--- src/rtl/assert_macros.svh ---
// Assertion macros; clocked on clk, disabled while rst_n is low.
`ifndef ASSERT_MACROS_SVH
`define ASSERT_MACROS_SVH
`ifndef SYNTHESIS
`define FWWP_ASSERT(lbl, prop, msg) \
    lbl: assert property (@(posedge clk) disable iff (!rst_n) prop) else $error(msg);
`define FWWP_ASSERT_NEXT(lbl, cond, expr, msg) \
    lbl: assert property (@(posedge clk) disable iff (!rst_n) (cond) |=> (expr)) else $error(msg);
`else
`define FWWP_ASSERT(lbl, prop, msg)
`define FWWP_ASSERT_NEXT(lbl, cond, expr, msg)
`endif
`endif

--- src/rtl/fwwp_pkg.sv ---
package fwwp_pkg;

    // defaults for the top-level parameters
    localparam int SECTOR_BYTES_DEF = 4096;
    localparam int ADDR_BITS_DEF    = 24;

    // fixed field widths
    localparam int LOC_BITS   = 24;
    localparam int WORD_BITS  = 32;
    localparam int WORD_BYTES = 4;

    localparam logic [7:0] PAD_BYTE = 8'hFF;

    // input opcodes
    localparam logic [1:0] OP_START  = 2'd0;
    localparam logic [1:0] OP_DATA   = 2'd1;
    localparam logic [1:0] OP_FINISH = 2'd2;

    // result commands
    localparam logic [0:0] CMD_ERASE   = 1'b0;
    localparam logic [0:0] CMD_PROGRAM = 1'b1;

    typedef struct packed {
        logic [1:0] opcode;
        logic [7:0] data_byte;
    } in_item_t;

    typedef struct packed {
        logic [0:0]           command;
        logic [LOC_BITS-1:0]  location;
        logic [WORD_BITS-1:0] word_data;
    } out_item_t;

endpackage

--- src/rtl/flash_word_write_packer.sv ---
// A result is registered and presented in the cycle after the item that causes it is accepted.
// Throughput: one item per cycle; the single output register stalls the input only
// while it holds a result that the sink has not taken.
// SECTOR_BYTES must be a power of two, which the block does not check; sector indexes
// come from a plain bit-select. Reset (rst_n low, asynchronous) clears pointer,
// pending count, erase mark, start address and the output valid.
`include "assert_macros.svh"

module flash_word_write_packer #(
    parameter int SECTOR_BYTES = fwwp_pkg::SECTOR_BYTES_DEF,
    parameter int ADDR_BITS    = fwwp_pkg::ADDR_BITS_DEF
) (
    input  logic                          clk,
    input  logic                          rst_n,
    // configuration write
    input  logic                          cfg_valid,
    output logic                          cfg_ready,
    input  logic [fwwp_pkg::LOC_BITS-1:0] cfg_data,
    // input items
    input  logic                          in_valid,
    output logic                          in_stall,
    input  fwwp_pkg::in_item_t            in_item,
    // result items
    output logic                          out_valid,
    input  logic                          out_stall,
    output fwwp_pkg::out_item_t           out_item
);
    import fwwp_pkg::*;

    localparam int SHIFT       = $clog2(SECTOR_BYTES);
    localparam int SECTOR_BITS = ADDR_BITS - SHIFT;
    localparam int EXT_BITS    = ADDR_BITS + LOC_BITS;

    logic [LOC_BITS-1:0]  start_address_reg;
    logic [ADDR_BITS-1:0] write_pointer_reg, write_pointer_next;
    logic [1:0]           pending_count_reg, pending_count_next;
    logic [7:0]           pending_bytes_reg [3];
    logic [SECTOR_BITS:0] next_erase_reg, next_erase_next;
    logic                 out_valid_reg, out_valid_next;
    out_item_t            out_item_reg, out_item_next;

    logic                 in_accept;
    logic                 store_byte;
    logic [ADDR_BITS-1:0] byte_addr;
    logic [SECTOR_BITS:0] byte_sector;
    logic [ADDR_BITS-1:0] start_pointer;
    logic [EXT_BITS-1:0]  start_ext;
    logic [EXT_BITS-1:0]  wp_ext;
    logic [EXT_BITS-1:0]  sector_ext;
    logic [7:0]           pack_b0, pack_b1, pack_b2;

    assign cfg_ready = 1'b1;
    assign in_stall  = out_valid_reg & out_stall;
    assign in_accept = in_valid & ~in_stall;
    assign out_valid = out_valid_reg;
    assign out_item  = out_item_reg;

    // byte address of the incoming data byte; pointer is word aligned
    assign byte_addr   = {write_pointer_reg[ADDR_BITS-1:2], pending_count_reg};
    assign byte_sector = {1'b0, byte_addr[ADDR_BITS-1:SHIFT]};

    // start pointer: config value fitted to ADDR_BITS, low two bits dropped
    assign start_ext     = {{ADDR_BITS{1'b0}}, start_address_reg};
    assign start_pointer = {start_ext[ADDR_BITS-1:2], 2'b00};

    assign wp_ext     = {{LOC_BITS{1'b0}}, write_pointer_reg};
    assign sector_ext = {{(EXT_BITS-SECTOR_BITS-1){1'b0}}, byte_sector};

    // collected bytes, padded where not yet filled
    assign pack_b0 = (pending_count_reg > 2'd0) ? pending_bytes_reg[0] : PAD_BYTE;
    assign pack_b1 = (pending_count_reg > 2'd1) ? pending_bytes_reg[1] : PAD_BYTE;
    assign pack_b2 = (pending_count_reg > 2'd2) ? pending_bytes_reg[2] : PAD_BYTE;

    // next state and result
    always_comb
    begin
        write_pointer_next = write_pointer_reg;
        pending_count_next = pending_count_reg;
        next_erase_next    = next_erase_reg;
        out_valid_next     = out_valid_reg & out_stall;
        out_item_next      = out_item_reg;
        store_byte         = 1'b0;
        if (in_accept)
        begin
            unique case (in_item.opcode)
                OP_START:
                begin
                    write_pointer_next = start_pointer;
                    pending_count_next = 2'd0;
                    next_erase_next    = {1'b0, start_pointer[ADDR_BITS-1:SHIFT]};
                end
                OP_DATA:
                begin
                    if (pending_count_reg == 2'd3)
                    begin
                        // word complete
                        write_pointer_next      = write_pointer_reg + ADDR_BITS'(WORD_BYTES);
                        pending_count_next      = 2'd0;
                        out_valid_next          = 1'b1;
                        out_item_next.command   = CMD_PROGRAM;
                        out_item_next.location  = wp_ext[LOC_BITS-1:0];
                        out_item_next.word_data = {in_item.data_byte, pack_b2,
                                                   pack_b1, pack_b0};
                    end
                    else
                    begin
                        store_byte         = 1'b1;
                        pending_count_next = pending_count_reg + 2'd1;
                        // first byte in a sector not yet erased
                        if (byte_sector >= next_erase_reg)
                        begin
                            next_erase_next         = byte_sector + (SECTOR_BITS+1)'(1);
                            out_valid_next          = 1'b1;
                            out_item_next.command   = CMD_ERASE;
                            out_item_next.location  = sector_ext[LOC_BITS-1:0];
                            out_item_next.word_data = '0;
                        end
                    end
                end
                OP_FINISH:
                begin
                    if (pending_count_reg != 2'd0)
                    begin
                        write_pointer_next      = write_pointer_reg + ADDR_BITS'(WORD_BYTES);
                        pending_count_next      = 2'd0;
                        out_valid_next          = 1'b1;
                        out_item_next.command   = CMD_PROGRAM;
                        out_item_next.location  = wp_ext[LOC_BITS-1:0];
                        out_item_next.word_data = {PAD_BYTE, pack_b2, pack_b1, pack_b0};
                    end
                end
                default:
                begin
                    // unused opcode: no effect
                end
            endcase
        end
    end

    // control state
    always_ff @(posedge clk or negedge rst_n)
    begin
        if (!rst_n)
        begin
            start_address_reg <= '0;
            write_pointer_reg <= '0;
            pending_count_reg <= '0;
            next_erase_reg    <= '0;
            out_valid_reg     <= 1'b0;
        end
        else
        begin
            if (cfg_valid && cfg_ready)
            begin
                start_address_reg <= cfg_data;
            end
            write_pointer_reg <= write_pointer_next;
            pending_count_reg <= pending_count_next;
            next_erase_reg    <= next_erase_next;
            out_valid_reg     <= out_valid_next;
        end
    end

    // payload registers
    always_ff @(posedge clk)
    begin
        out_item_reg <= out_item_next;
        if (store_byte)
        begin
            pending_bytes_reg[pending_count_reg] <= in_item.data_byte;
        end
    end

    // checks
    `FWWP_ASSERT_NEXT(a_start_clears, in_accept && in_item.opcode == OP_START, pending_count_reg == 2'd0 && !out_valid_reg, "start left bytes pending or a result")
    `FWWP_ASSERT_NEXT(a_word_emits, in_accept && in_item.opcode == OP_DATA && pending_count_reg == 2'd3, out_valid_reg && out_item_reg.command == CMD_PROGRAM, "full word not emitted")
    `FWWP_ASSERT(a_erase_mono, !(in_accept && in_item.opcode == OP_START) |=> next_erase_reg >= $past(next_erase_reg), "erase mark moved back")
    `FWWP_ASSERT(a_stall_full, in_stall |-> ##1 (out_valid_reg && $stable(out_item_reg)), "stalled result lost")

endmodule

--- config.mk ---
export PLATFORM = sky130hd
export DESIGN_NAME = flash_word_write_packer
export DESIGN_NICKNAME = d
export VERILOG_FILES = /design/src/rtl/fwwp_pkg.sv /design/src/rtl/flash_word_write_packer.sv
export VERILOG_INCLUDE_DIRS = /design/src /design/src/rtl
export SDC_FILE = /design/constraint.sdc
export NUM_CORES = 1
export LEC_CHECK = 0
export BUFFER_PORTS_ARGS = -buffer_cell sky130_fd_sc_hd__buf_2
export CAP_MARGIN = 25
export CORE_MARGIN = 1
export CORE_UTILIZATION = 45
export DETAILED_ROUTE_END_ITERATION = 8
export HOLD_SLACK_MARGIN = 0.12
export PLACE_DENSITY = 0.65
export SLEW_MARGIN = 20
export SYNTH_ARGS = -nofsm -noshare
export SYNTH_HDL_FRONTEND = slang
export SYNTH_SLANG_ARGS = --single-unit
--- constraint.sdc ---
create_clock -name clk -period 10.5 [get_ports clk]
set_clock_uncertainty 0.1 [all_clocks]
set_input_delay 2.1 -clock clk [delete_from_list [all_inputs] [get_ports clk]]
set_output_delay 2.1 -clock clk [all_outputs]
set_load 0.02 [all_outputs]
==> flow_summary_export.csv <==
group,metric,value,unit
yosys,synth.distinct_cells,46,
yosys,synth_edf_count,81,
hold_path,hold_path_end,"next_erase_reg[5]$_DFFE_PN0P_",
clocking,cts_resized,0,
power_and_ir_drop,internal_power,0.00128,W
grt,track_usage,19.4,%
placed_design,portBuffers,95,
critical_path,crit_top_cell,"buf_2",
clocking,clkTransAtPathRegs,0.05,ns
yosys,async_flop_share,42.6,%
yosys,synthCells,561,
placed_design,dp.final_hpwl,9.32,mm
critical_path,r2r_end,"out_item[56]$_SDFFCE_PP1P_",
clocking,cts_setup_buffers,0,
grt,antenna_found_initial,0,
critical_path,crit_path_end_kind,"output port",
placed_design,gp_congestion,0.828,
floorplan,rows,43,
critical_path,arrival,2.51,ns
clocking,root_buffer,"clkbuf_16",
critical_path,reg2reg_from,"write_pointer_reg[12]$_DFFE_PN0P_",
critical_path,worstRegToRegCells,9,
final_layout,largest_reg_flops,57,
yosys,ys_warn_count,0,
timing,worst_pin_slew,0.792,ns
floorplan,fp.dieW,123,um
run_status,status,"finished, final reports clean",
power_and_ir_drop,clkPwrFrac,35.1,%
timing,setup_viol_count_final,0,
final_layout,fill_cells,1183,
critical_path,max_stage_delay,0.16,ns
grt,grt_pass1_vias,4334,
floorplan,core_area,14100,um^2
timing,finalWorstSetupSlack,5.79,ns
floorplan,die_h,123,um
final_layout,layout-drive-gt1-share,26.8,%
floorplan,initial_core_util,46.9,%
yosys,ys.flop_type,"edfxtp_1",
final_layout,n_antenna_cell,0,
yosys,yosysTopAreaCell,"edfxtp_1",
yosys,syn_area_per_cell,11.8,um^2
detailed_routing,avgRoutedWirePerCell,16.2,um
critical_path,crit_type,"input pin to output port",
final_layout,area_growth,18.6,%
clocking,clk_latency,0.42,ns
hold_path,hp-start,"next_erase_reg[5]$_DFFE_PN0P_",
power_and_ir_drop,power_switching,0.000542,W
floorplan,ios,99,
yosys,synth_top_area_share,36.8,%
critical_path,critPathLaunchType,"input pin",
hold_path,min_path_type,"flop to flop",
detailed_routing,routed_wl,13.5,mm
detailed_routing,num_vias,4479,
timing,fin_crit_sh,44.9,%
timing,finalHoldViolCount,0,
critical_path,cp_data_required_time,8.30,ns
detailed_routing,viasPerCell,5.35,
clocking,htree_levels,4,
yosys,synth_common_cells,"edfxtp_1 (81), dfrtp_1 (60), a21oi_1 (50), nand2_1 (50), nor2_1 (49)",
floorplan,die-area,15200,um^2
timing,period_needed,4.71,ns
clocking,clk_path_buf_depth,2,
detailed_routing,drt_first_pass_iters,5,
clocking,hold_buffers,0,
timing,max_freq,212,MHz
yosys,syn_area,6610,um^2
critical_path,crit_slowest_cell,"buf_2",
timing,setup_tns,0,ns
job,drv_cap,0,
power_and_ir_drop,p_leak,3.38,nW
clocking,cts.sinks,141,
power_and_ir_drop,switching_share,29.8,%
timing,report.final.slew_viol_count,0,
placed_design,dp_slack,5.64,ns
detailed_routing,drc_errors,0,
yosys,synthesis.nets,623,
clocking,tritoncts,"built",
critical_path,worstPathMaxFanout,2,
grt,grt_first_pass_wirelength,21.6,mm
power_and_ir_drop,powerDensity,233,nW/um^2
final_layout,fin_nets,706,
yosys,synth_seq_area_share,59.5,%
yosys,yosys_register_bits,141,
critical_path,r2r_slack,7.17,ns
grt,grt-ovfl-total,0,
detailed_routing,drt_iter0_markers,325,
hold_path,worst_hold_path.num_cells,1,
critical_path,crit_chain,"buf_2 > and2_1 > buf_2",
final_layout,multi_input_area,2420,um^2
final_layout,regArea,3930,um^2
clocking,cts_buffers,17,
detailed_routing,ant_nets,0,
yosys,synth.most_common_cell,"edfxtp_1",
power_and_ir_drop,ir_worst_vdd,0.000131,V
timing,max_slew_margin,47.2,%
power_and_ir_drop,combPwrFrac,22.2,%
yosys,synthTopCellsByArea,"edfxtp_1 (37%), dfrtp_1 (23%), mux2_2 (5.6%)",
grt,grt_max_degree,61,
timing,rsz0062_at_grt,"no",
power_and_ir_drop,power_frac_seq,42.7,%
[routing by layer]
metal  share of wire, %  vias up  track usage (%)
li1                   -     2140                -
met1                 42     2194             23.4
met2                 51      133             33.2
met3                5.7       12             5.26
met4                1.5        0             7.23
met5                  0        -                0
[worst max-delay path by stage]
stage	startpoint	depth (start not counted)	to
6_report	out_stall	3	in_stall
5_1_grt	out_stall	3	in_stall
4_1_cts	out_stall	3	in_stall
3_5_place_dp	in_item[8]	6	out_item[29]$_SDFFCE_PP1P_
3_3_place_gp	out_stall	3	in_stall
2_1_floorplan	in_item[9]	5	out_item[0]$_DFFE_PP_
[cell usage in the layout, fill, tap and decap left out, drive strengths merged, types with 18 or more instances in the layout]
cell	netlist	final
nor2	50	50
a21oi	51	51
dfrtp	60	60
mux2i	18	18
mux2	36	36
buf	18	101
o21ai	23	23
inv	28	28
nand2	51	51
ha	23	23
edfxtp	81	81
clkbuf	19	20
[area by class of cell]
cell class | instances | share of cell area (%)
Clock inverter | 12 | 2.48
Inverter | 28 | 1.34
Multi-Input combinational cell | 355 | 30.9
Timing Repair Buffer | 101 | 6.64
Tap cell | 180 | 2.87
Clock buffer | 20 | 5.57
Sequential cell | 141 | 50.2
[per-stage QoR]
stage / std cells / utilization (%) / power, W / area [um^2] / hold WS [ns]
2_1_floorplan: 561 / - / 0.00108 / 6610 / 0.375
3_3_place_gp: 805 / 51.1 / 0.00117 / 7200 / 0.387
3_5_place_dp: 805 / 51.1 / 0.00120 / 7200 / 0.393
4_1_cts: 837 / 55.6 / 0.00184 / 7830 / 0.405
5_1_grt: 837 / 55.6 / 0.00192 / 7830 / 0.421
6_report: 837 / 55.6 / 0.00182 / 7830 / 0.405
[critical path, delay by kind of cell]
kind	cells	cell delay (ns)
buffers and inverters	2	0.27
AND/OR/NAND/NOR	1	0.15
[power by group through the flow]
stage,sequential [W],combinational [W],clock (W)
after floorplan,0.000774,0.000303,0
after global placement,0.000783,0.000392,0
after detailed placement,0.000789,0.000407,0
after CTS,0.000778,0.000410,0.000649
after global routing,0.000791,0.000457,0.000675
final,0.000778,0.000405,0.000639
[cells by family (layout without fill, tap and decap cells)]
kind of cell	Yosys count	count (layout)	synth area share (%)
AND/OR/NAND/NOR	165	165	12.6
flip-flops	141	141	59.5
AO/OA/AOI/OAI	102	102	8.94
buffers and inverters	65	161	4.20
multiplexers	54	54	9.03
adder cells (fa/ha/maj)	23	23	4.36
XOR/XNOR	10	10	1.33
other	1	1	0.0568
Note: power is estimated with default switching activity, not from simulation.
